--- src/cets_pkg.sv ---
package cets_pkg;

    localparam int DP_W   = 56;
    localparam int FRAC_W = 40;
    localparam int PC_W   = 6;
    localparam int CFG_IDX_W = 3;

    typedef logic signed [DP_W-1:0] dp_t;

    localparam dp_t DP_MAX = {1'b0, {(DP_W-1){1'b1}}};
    localparam dp_t DP_MIN = {1'b1, {(DP_W-1){1'b0}}};

    localparam logic [CFG_IDX_W-1:0] CFG_MAX_ITER  = 3'd0;
    localparam logic [CFG_IDX_W-1:0] CFG_RADIUS_SQ = 3'd1;
    localparam logic [CFG_IDX_W-1:0] CFG_SLOPE1    = 3'd2;
    localparam logic [CFG_IDX_W-1:0] CFG_SLOPE2    = 3'd3;
    localparam logic [CFG_IDX_W-1:0] CFG_SLOPE3    = 3'd4;

    localparam logic [PC_W-1:0] SETUP_PC = 6'd0;
    localparam logic [PC_W-1:0] ITER_PC  = 6'd17;
    localparam logic [PC_W-1:0] SECT_PC  = 6'd32;

    typedef enum logic [2:0] {
        OP_MUL, OP_ADD, OP_SUB, OP_DBLSUB, OP_TRI
    } op_t;

    typedef enum logic [4:0] {
        SRC_ZERO, SRC_ARE, SRC_AIM, SRC_A2RE, SRC_A2IM, SRC_BRE, SRC_BIM,
        SRC_A2RE3, SRC_A2IM3, SRC_RE, SRC_IM, SRC_RE2, SRC_IM2, SRC_T1, SRC_T2,
        SRC_X1, SRC_X2, SRC_X3, SRC_SL1, SRC_SL2, SRC_SL3
    } src_t;

    typedef enum logic [3:0] {
        DST_A2RE, DST_A2IM, DST_BRE, DST_BIM, DST_A2RE3, DST_A2IM3, DST_RE, DST_IM,
        DST_RE2, DST_IM2, DST_T1, DST_T2, DST_X1, DST_X2, DST_X3
    } dst_t;

    typedef enum logic [1:0] {
        SEQ_NEXT, SEQ_CHECK, SEQ_DONE
    } seq_t;

    typedef enum logic [2:0] {
        ST_IDLE, ST_EXEC, ST_MWAIT, ST_CHECK, ST_RESULT
    } state_t;

    typedef struct packed {
        op_t  op;
        src_t sa;
        src_t sb;
        dst_t dst;
        seq_t seq;
        logic inc;
    } uop_t;

    typedef struct packed {
        logic load;
        op_t  op;
        src_t sa;
        src_t sb;
        dst_t dst;
        logic wr;
        logic wr_mul;
        logic mul_start;
        logic cnt_clr;
        logic cnt_inc;
        logic out_load;
        logic out_escaped;
    } cmd_t;

    typedef struct packed {
        logic mul_done;
        logic at_limit;
        logic esc;
        logic out_busy;
    } status_t;

    function automatic dp_t sat58(input logic signed [DP_W+1:0] v);
        dp_t r;
        if (v > (DP_W+2)'(DP_MAX))
            r = DP_MAX;
        else if (v < (DP_W+2)'(DP_MIN))
            r = DP_MIN;
        else
            r = v[DP_W-1:0];
        return r;
    endfunction

    function automatic uop_t mk(input op_t op, input src_t sa, input src_t sb,
                                input dst_t dst, input seq_t seq, input logic inc);
        uop_t u;
        u.op = op; u.sa = sa; u.sb = sb; u.dst = dst; u.seq = seq; u.inc = inc;
        return u;
    endfunction

    function automatic uop_t ucode(input logic [PC_W-1:0] pc);
        uop_t u;
        case (pc)
            // setup: a^2, b = 2a^3 - a, 3a^2, then |z|^2 for z = a
            6'd0:  u = mk(OP_MUL,    SRC_ARE,  SRC_ARE,   DST_X1,    SEQ_NEXT,  1'b0);
            6'd1:  u = mk(OP_MUL,    SRC_AIM,  SRC_AIM,   DST_X2,    SEQ_NEXT,  1'b0);
            6'd2:  u = mk(OP_SUB,    SRC_X1,   SRC_X2,    DST_A2RE,  SEQ_NEXT,  1'b0);
            6'd3:  u = mk(OP_MUL,    SRC_ARE,  SRC_AIM,   DST_X1,    SEQ_NEXT,  1'b0);
            6'd4:  u = mk(OP_DBLSUB, SRC_X1,   SRC_ZERO,  DST_A2IM,  SEQ_NEXT,  1'b0);
            6'd5:  u = mk(OP_MUL,    SRC_A2RE, SRC_ARE,   DST_X1,    SEQ_NEXT,  1'b0);
            6'd6:  u = mk(OP_MUL,    SRC_A2IM, SRC_AIM,   DST_X2,    SEQ_NEXT,  1'b0);
            6'd7:  u = mk(OP_SUB,    SRC_X1,   SRC_X2,    DST_X1,    SEQ_NEXT,  1'b0);
            6'd8:  u = mk(OP_DBLSUB, SRC_X1,   SRC_ARE,   DST_BRE,   SEQ_NEXT,  1'b0);
            6'd9:  u = mk(OP_MUL,    SRC_A2RE, SRC_AIM,   DST_X1,    SEQ_NEXT,  1'b0);
            6'd10: u = mk(OP_MUL,    SRC_A2IM, SRC_ARE,   DST_X2,    SEQ_NEXT,  1'b0);
            6'd11: u = mk(OP_ADD,    SRC_X1,   SRC_X2,    DST_X1,    SEQ_NEXT,  1'b0);
            6'd12: u = mk(OP_DBLSUB, SRC_X1,   SRC_AIM,   DST_BIM,   SEQ_NEXT,  1'b0);
            6'd13: u = mk(OP_TRI,    SRC_A2RE, SRC_ZERO,  DST_A2RE3, SEQ_NEXT,  1'b0);
            6'd14: u = mk(OP_TRI,    SRC_A2IM, SRC_ZERO,  DST_A2IM3, SEQ_NEXT,  1'b0);
            6'd15: u = mk(OP_MUL,    SRC_RE,   SRC_RE,    DST_RE2,   SEQ_NEXT,  1'b0);
            6'd16: u = mk(OP_MUL,    SRC_IM,   SRC_IM,    DST_IM2,   SEQ_CHECK, 1'b0);
            // one step of z <- z^3 - 3a^2 z + b
            6'd17: u = mk(OP_SUB,    SRC_RE2,  SRC_IM2,   DST_X1,    SEQ_NEXT,  1'b0);
            6'd18: u = mk(OP_SUB,    SRC_X1,   SRC_A2RE3, DST_T1,    SEQ_NEXT,  1'b0);
            6'd19: u = mk(OP_MUL,    SRC_RE,   SRC_IM,    DST_X1,    SEQ_NEXT,  1'b0);
            6'd20: u = mk(OP_DBLSUB, SRC_X1,   SRC_A2IM3, DST_T2,    SEQ_NEXT,  1'b0);
            6'd21: u = mk(OP_MUL,    SRC_T1,   SRC_RE,    DST_X1,    SEQ_NEXT,  1'b0);
            6'd22: u = mk(OP_MUL,    SRC_T2,   SRC_IM,    DST_X2,    SEQ_NEXT,  1'b0);
            6'd23: u = mk(OP_SUB,    SRC_X1,   SRC_X2,    DST_X1,    SEQ_NEXT,  1'b0);
            6'd24: u = mk(OP_ADD,    SRC_X1,   SRC_BRE,   DST_X3,    SEQ_NEXT,  1'b0);
            6'd25: u = mk(OP_MUL,    SRC_T1,   SRC_IM,    DST_X1,    SEQ_NEXT,  1'b0);
            6'd26: u = mk(OP_MUL,    SRC_T2,   SRC_RE,    DST_X2,    SEQ_NEXT,  1'b0);
            6'd27: u = mk(OP_ADD,    SRC_X1,   SRC_X2,    DST_X1,    SEQ_NEXT,  1'b0);
            6'd28: u = mk(OP_ADD,    SRC_X1,   SRC_BIM,   DST_IM,    SEQ_NEXT,  1'b0);
            6'd29: u = mk(OP_ADD,    SRC_X3,   SRC_ZERO,  DST_RE,    SEQ_NEXT,  1'b0);
            6'd30: u = mk(OP_MUL,    SRC_RE,   SRC_RE,    DST_RE2,   SEQ_NEXT,  1'b0);
            6'd31: u = mk(OP_MUL,    SRC_IM,   SRC_IM,    DST_IM2,   SEQ_CHECK, 1'b1);
            // slope products for the sector test
            6'd32: u = mk(OP_MUL,    SRC_SL1,  SRC_RE,    DST_X1,    SEQ_NEXT,  1'b0);
            6'd33: u = mk(OP_MUL,    SRC_SL2,  SRC_RE,    DST_X2,    SEQ_NEXT,  1'b0);
            6'd34: u = mk(OP_MUL,    SRC_SL3,  SRC_RE,    DST_X3,    SEQ_DONE,  1'b0);
            default: u = mk(OP_ADD,  SRC_ZERO, SRC_ZERO,  DST_X3,    SEQ_DONE,  1'b0);
        endcase
        return u;
    endfunction

endpackage

--- src/cets_ctrl.sv ---
module cets_ctrl (
    input  logic                aclk,
    input  logic                aresetn,
    input  logic                s_valid,
    output logic                s_ready,
    input  cets_pkg::status_t   status,
    output cets_pkg::cmd_t      cmd
);
    import cets_pkg::*;

    state_t          state_reg, state_next;
    logic [PC_W-1:0] pc_reg, pc_next;
    logic            esc_reg, esc_next;
    uop_t            uop;
    logic            advance;

    assign uop = ucode(pc_reg);

    always_comb begin
        advance = (state_reg == ST_EXEC && uop.op != OP_MUL) ||
                  (state_reg == ST_MWAIT && status.mul_done);
    end

    always_comb begin
        state_next = state_reg;
        pc_next    = pc_reg;
        esc_next   = esc_reg;
        case (state_reg)
            ST_IDLE: begin
                if (s_valid) begin
                    state_next = ST_EXEC;
                    pc_next    = SETUP_PC;
                end
            end
            ST_EXEC, ST_MWAIT: begin
                if (state_reg == ST_EXEC && uop.op == OP_MUL)
                    state_next = ST_MWAIT;
                else if (advance) begin
                    case (uop.seq)
                        SEQ_NEXT: begin
                            state_next = ST_EXEC;
                            pc_next    = pc_reg + 1'b1;
                        end
                        SEQ_CHECK: state_next = ST_CHECK;
                        default:   state_next = ST_RESULT;
                    endcase
                end
            end
            ST_CHECK: begin
                state_next = ST_EXEC;
                if (status.at_limit) begin
                    esc_next   = 1'b0;
                    state_next = ST_RESULT;
                end else if (status.esc) begin
                    esc_next = 1'b1;
                    pc_next  = SECT_PC;
                end else begin
                    pc_next = ITER_PC;
                end
            end
            ST_RESULT: begin
                if (!status.out_busy)
                    state_next = ST_IDLE;
            end
            default: state_next = ST_IDLE;
        endcase
    end

    always_comb begin
        cmd             = '0;
        cmd.op          = uop.op;
        cmd.sa          = uop.sa;
        cmd.sb          = uop.sb;
        cmd.dst         = uop.dst;
        cmd.out_escaped = esc_reg;
        s_ready         = 1'b0;
        case (state_reg)
            ST_IDLE: begin
                s_ready     = 1'b1;
                cmd.load    = s_valid;
                cmd.cnt_clr = s_valid;
            end
            ST_EXEC: begin
                cmd.mul_start = (uop.op == OP_MUL);
                cmd.wr        = advance;
                cmd.cnt_inc   = advance && uop.inc;
            end
            ST_MWAIT: begin
                cmd.wr      = advance;
                cmd.wr_mul  = advance;
                cmd.cnt_inc = advance && uop.inc;
            end
            ST_RESULT: cmd.out_load = !status.out_busy;
            default: ;
        endcase
    end

    always_ff @(posedge aclk) begin
        if (!aresetn) begin
            state_reg <= ST_IDLE;
            pc_reg    <= SETUP_PC;
            esc_reg   <= 1'b0;
        end else begin
            state_reg <= state_next;
            pc_reg    <= pc_next;
            esc_reg   <= esc_next;
        end
    end

    ap_start_wait: assert property (@(posedge aclk) disable iff (!aresetn)
        cmd.mul_start |=> state_reg == ST_MWAIT)
        else $error("multiply issued without waiting for it");
    ap_done_wait: assert property (@(posedge aclk) disable iff (!aresetn)
        status.mul_done |-> state_reg == ST_MWAIT)
        else $error("multiply result arrived outside wait state");
    ap_accept_start: assert property (@(posedge aclk) disable iff (!aresetn)
        s_valid && s_ready |=> state_reg == ST_EXEC && pc_reg == SETUP_PC)
        else $error("accepted transaction did not start setup");

endmodule

--- config.mk ---
export PLATFORM = sky130hd
export DESIGN_NAME = cets_ctrl
export DESIGN_NICKNAME = d
export VERILOG_FILES = /design/src/cets_pkg.sv /design/src/cets_ctrl.sv
export SDC_FILE = /design/constraint.sdc
export NUM_CORES = 1
export LEC_CHECK = 0
export ABC_CLOCK_PERIOD_IN_PS = 3600
export BUFFER_PORTS_ARGS = -buffer_cell sky130_fd_sc_hd__buf_2
export CORE_MARGIN = 5
export CORE_UTILIZATION = 57
export DETAILED_ROUTE_END_ITERATION = 6
export HOLD_SLACK_MARGIN = 0.03
export PLACE_DENSITY_LB_ADDON = 0.1
export SKIP_CTS_REPAIR_TIMING = 1
export SLEW_MARGIN = 0
export SYNTH_ARGS = -nofsm -noshare
export SYNTH_HDL_FRONTEND = slang
export SYNTH_SLANG_ARGS = --single-unit
--- constraint.sdc ---
create_clock -name aclk -period 3.6 [get_ports aclk]
set_input_delay 0.54 -clock aclk [delete_from_list [all_inputs] [get_ports aclk]]
set_output_delay 0.54 -clock aclk [all_outputs]
set_load 0.01 [all_outputs]
-- Yosys cells after proc, flatten, opt, wreduce, memory -nomap -nowiden
Memories as Yosys holds them, arrays and structs flattened. A register that Yosys moved wholly into a read port is not among the register bits.
Cells that the tools add are included.
- bits in registers: 10
- memory bits (read-only): 1280
- bits of input ports: 7
- word-level logic and storage cells: 58
- memories kept: 1
- memory list (memory ; words ; bits a word ; rd ports ; clocked after Yosys merged registers in ; write ports ; line ; text):
    (no name shown) ; 64 ; 20 ; 1 ; 1 ; 0 ; cets_pkg.sv:97 ; case (pc)
- add/subtract/negate cells: 1
- eq/ne operators: 12
- multiplexer cells: 25
- reductions and logical operators: 16
- operators with widths (operator ; count):
    6-bit 2-to-1 mux ; 8
    6-bit case mux with 3 select lines ; 1
    3-bit 2-to-1 mux ; 5
    3-bit case mux with 4 select lines ; 1
    1-bit 2-to-1 mux ; 9
    2-bit inequality test (second input constant) ; 4
    6-bit by 1-bit adder with 6-bit output (second input constant) ; 1
    3-bit by 2-bit == test with 1-bit output (second input constant) ; 2
    3-bit zero test ; 2
    3-bit case mux with 2 select lines ; 1
    6-bit AND reduction ; 1
    3-bit nonzero test ; 2
    1-bit logical AND ; 4
    2-bit by 1-bit inequality test with 1-bit output (second input constant) ; 2
    3-bit by 1-bit == test with 1-bit output (second input constant) ; 1
    3-bit == test (second input constant) ; 1
    3-bit by 1-bit inequality test with 1-bit output (second input constant) ; 1
    3-bit AND reduction ; 1
    2-bit by 1-bit == test with 1-bit output (second input constant) ; 1
    2-bit zero test ; 1
    2-bit AND reduction ; 1
    2-bit nonzero test ; 1
    2-bit OR reduction ; 1
    1-bit zero test ; 1
    1-bit logical OR ; 1

-- Logic depth before layout (Yosys ltp)
- depth in word-level cells: 8
- depth in mapped cells: 13
- mapped depth without buffers: 12

-- Worst setup path after synthesis
OpenSTA, ideal clock, no wires.
- kind: input to register
- from: input s_valid
- to: register uop[8] (netlist name)
- arrival time: 3.010 ns
- required time: 3.534 ns
- slack: 0.524 ns
- stages on the path: 12
- path through: nor2b_1 -> o31a_1 -> nand2_2 -> o21ai_0 -> a21oi_1 -> inv_1 -> ha_1 -> inv_1 -> o21ai_0 -> o21ai_0 -> mux4_2 -> nor2_1
- longest elaborated chain between the ends: 4
- ends and longest elaborated chain (element ; line ; text):
    start, declared ; cets_ctrl.sv:4 ; input logic s_valid,
    2-bit inequality test (no source line) ; n/a ;
    6-bit AND reduction (no source line) ; n/a ;
    6-bit 2-to-1 mux (no source line) (2 in series) ; n/a ;
Every way passes these cells.
A chain may end at the register's enable or synchronous reset.

-- Worst setup path after layout
- from: register state_reg[1]
- to: register uop[8] (netlist name)
- longest elaborated chain between the ends: 7
- elaborated cells between the ends (all ways): 19
- ends and longest elaborated chain (element ; line ; text):
    start, declared ; cets_ctrl.sv:11 ; state_t state_reg, state_next;
    start signal, assigned ; cets_ctrl.sv:104 ; state_reg <= state_next;
    3-bit by 1-bit == test with 1-bit output or 3-bit by 2-bit == test with 1-bit output (tied branches) ; n/a ;
    1-bit logical AND, on equally long branches ; cets_ctrl.sv:20, cets_ctrl.sv:21 ;
    1-bit logical OR ; cets_ctrl.sv:20 ; advance = (state_reg == ST_EXEC && uop.op != OP_MUL) ||
    2-bit by 1-bit inequality test with 1-bit output (no source line) ; n/a ;
    6-bit AND reduction (no source line) ; n/a ;
    6-bit 2-to-1 mux (no source line) * (2 in series) ; n/a ;
Every way passes the cells marked *; elsewhere a longest branch is shown, timed or not.

==> metrics.yaml <==
critical_path:
  crit_path_end_kind: "register"
  cp.required_ns: 3.83
  startpoint_type: "register"
  cp_max_fo: 18
  crit_type: "register to register"
  slowest_stage: "dfxtp_2"
  crit_arrival_ns: 3.46
  cpPeakStageDelay_ns: 0.52
  path_delay_family: "simple AND/OR/NAND/NOR gates"
  cp_common_cell: "o21ai_0"
  critPathBufInv: 1
  crit_path_cell_trace: "nor3b_2, o31ai_4, or3_4, o221a_2, ha_1, inv_1, o21ai_0, o21ai_0, mux4_2, nor2_1"
floorplan:
  rows: 23
  start_util_pct: 57.6
  die_w_um: 73.1
  core_um2: 3940
  dieArea_um2: 5340
  ioPinCount: 33
  die_h_um: 73.1
detailed_routing:
  firstDrtPassIters: 4
  wirelength_um: 5880
  wl_per_cell_um: 17.7
  vias: 2068
  final_antenna_net_count: 0
  routed_via_density: 6.23
  drc_errors: 0
  first_iter_violations: 293
finish:
  drive_above_1_share_pct: 28.0
  largest_reg_flops: 20
  diodes: 0
  final_util_pct: 61.0
  regArea_um2: 602
  multi_input_area_um2: 1390
  nNetsFinal: 297
  area_growth_pct: 6.01
  fin_area_um2: 2410
  nFillCells: 373
clock_tree:
  clk_path_buf_depth: 2
  clk_pin_slew_ns: 0.07
  clkSinkCount: 30
  cts_tree: "yes"
  clock_latency_ns: 0.29
  cts_made_buffers: 5
  h-tree-depth: 2
  cts_root_buf: "clkbuf_8"
sta:
  tns_ns: 0
  min_period_ns: 3.23
  tightest_slew_ns: 0.539
  hold-worst-slack_ns: 0.493
  slew-limit-headroom_pct: 64.0
  rsz0062_at_grt: "no"
  drv_slew: 0
  final_hold_viol_count: 0
  setup_viol: 0
  period_share_pct: 89.7
  fmax_mhz: 310
  clock_skew_ns: 0.00596
yosys:
  ys_ff_latch: 30
  synth_area_um2: 2270
  synth_edf_count: 0
  yosysTopAreaCellShare_pct: 26.5
  synth_top_cell_by_area: "dfxtp_1"
  synth_cell_type_count: 70
  seq_area_frac_synth_pct: 26.5
  synth.top_cells.by_count: "dfxtp_1 (30), nand2_1 (20), buf_4 (19)"
  async_reset_ff_share_pct: 0
  synth_warnings: 0
  avgSynthCellArea_um2: 8.41
  synthTopCellsByArea: "dfxtp_1 (26%), buf_4 (6.3%), ha_1 (5.0%)"
  synth_nets: 286
  synthFlopType: "dfxtp_1"
  synthCells: 270
  yosysMostFrequentCell: "dfxtp_1"
hold_path:
  holdCritPathClass: "register to register"
placed_design:
  place_area_um2: 2310
  port_buffers: 32
  dp_hpwl_um: 4210
  routabilityCongestion: 0.898
grt:
  grt_max_degree: 19
  antenna_found_initial: 0
  overflow: 0
  grt_pass1_vias: 1910
  grt_pass1_wl_um: 9830
  grtUsageTotal_pct: 23.7
power:
  p_leak_nw: 1.03
  powerDensity_nw_per_um2: 643
  ir_drop_uv: 303
outcome:
  status: "complete, no violations"
job:
  max_cap_viol_count: 0
metal layers:
metal,part of all wire (%),up-vias,GRT usage [%]
li1,-,1004,-
met1,47,957,33.8
met2,43,94,35.0
met3,8.6,13,5.37
met4,1.8,0,7.79
met5,0,-,0
worst reg2reg max path: stages, from the launching register on:
cell and delay [ns]:
dfxtp_2 0.52, nor3b_2 0.35, o31ai_4 0.15, or3_4 0.44, o221a_2 0.34, ha_1 0.45
inv_1 0.13, o21ai_0 0.10, o21ai_0 0.14, mux4_2 0.47, nor2_1 0.09
logic make-up (layout without fill, tap and decap cells):
kind of cell               Yosys count  in the layout  share of synthesized area, %
AOI/OAI and AO/OA                   81             81                          27.0
muxes                                8              8                          4.19
adders and majority gates            9              9                          4.96
xor gates and xnor gates             1              1                         0.386
DFF                                 30             30                          26.5
and+or+nand+nor                     94             94                          24.9
buffers and inverters               47             59                          12.1
final timing paths:
path           startpoint  endpoint  slack [ns]  cells past startpoint
max          state_reg[1]    uop[8]        0.37                     10
min               esc_reg   esc_reg        0.49                      1
max reg2reg  state_reg[1]    uop[8]        0.37                     10
min reg2reg       esc_reg   esc_reg        0.49                      1
layout make-up:
type | count | area share, %
Clock buffer | 6 | 3.43
Clock inverter | 2 | 0.520
Inverter | 14 | 2.29
Multi-Input combinational cell | 193 | 57.9
Sequential cell | 30 | 25.0
Tap cell | 50 | 2.60
Timing Repair Buffer | 37 | 8.22
placed cells by master, fill, tap and decap left out, drive strengths merged, types with 4 or more instances in the layout:
cell type	instances
nand4	5
o21ai	14
nand3	5
o221a	4
nor2	18
buf	37
dfxtp	30
mux2i	5
nand2	22
nor3	18
o211ai	6
inv	12
ha	9
a21oi	14
o22ai	8
nor4	4
and2	4
a31oi	9
clkbuf	6
where the power goes:
group,switching (W),internal (W),leakage [nW]
Combinational,0.000506,0.000328,0.739
Clock,0.000134,0.000153,0.0472
Sequential,0.0000512,0.000374,0.244
Total,0.000691,0.000855,1.03
metrics by stage:
stage / power, W / setup WS, ns / instances
floorplan: 0.00109 / 0.524 / 270
global placement: 0.00123 / 0.405 / 324
detailed placement: 0.00124 / 0.212 / 324
CTS: 0.00154 / 0.179 / 332
global route: 0.00166 / 0.193 / 332
finish: 0.00155 / 0.371 / 332
No activity file was read; power rests on OpenSTA's default activity.
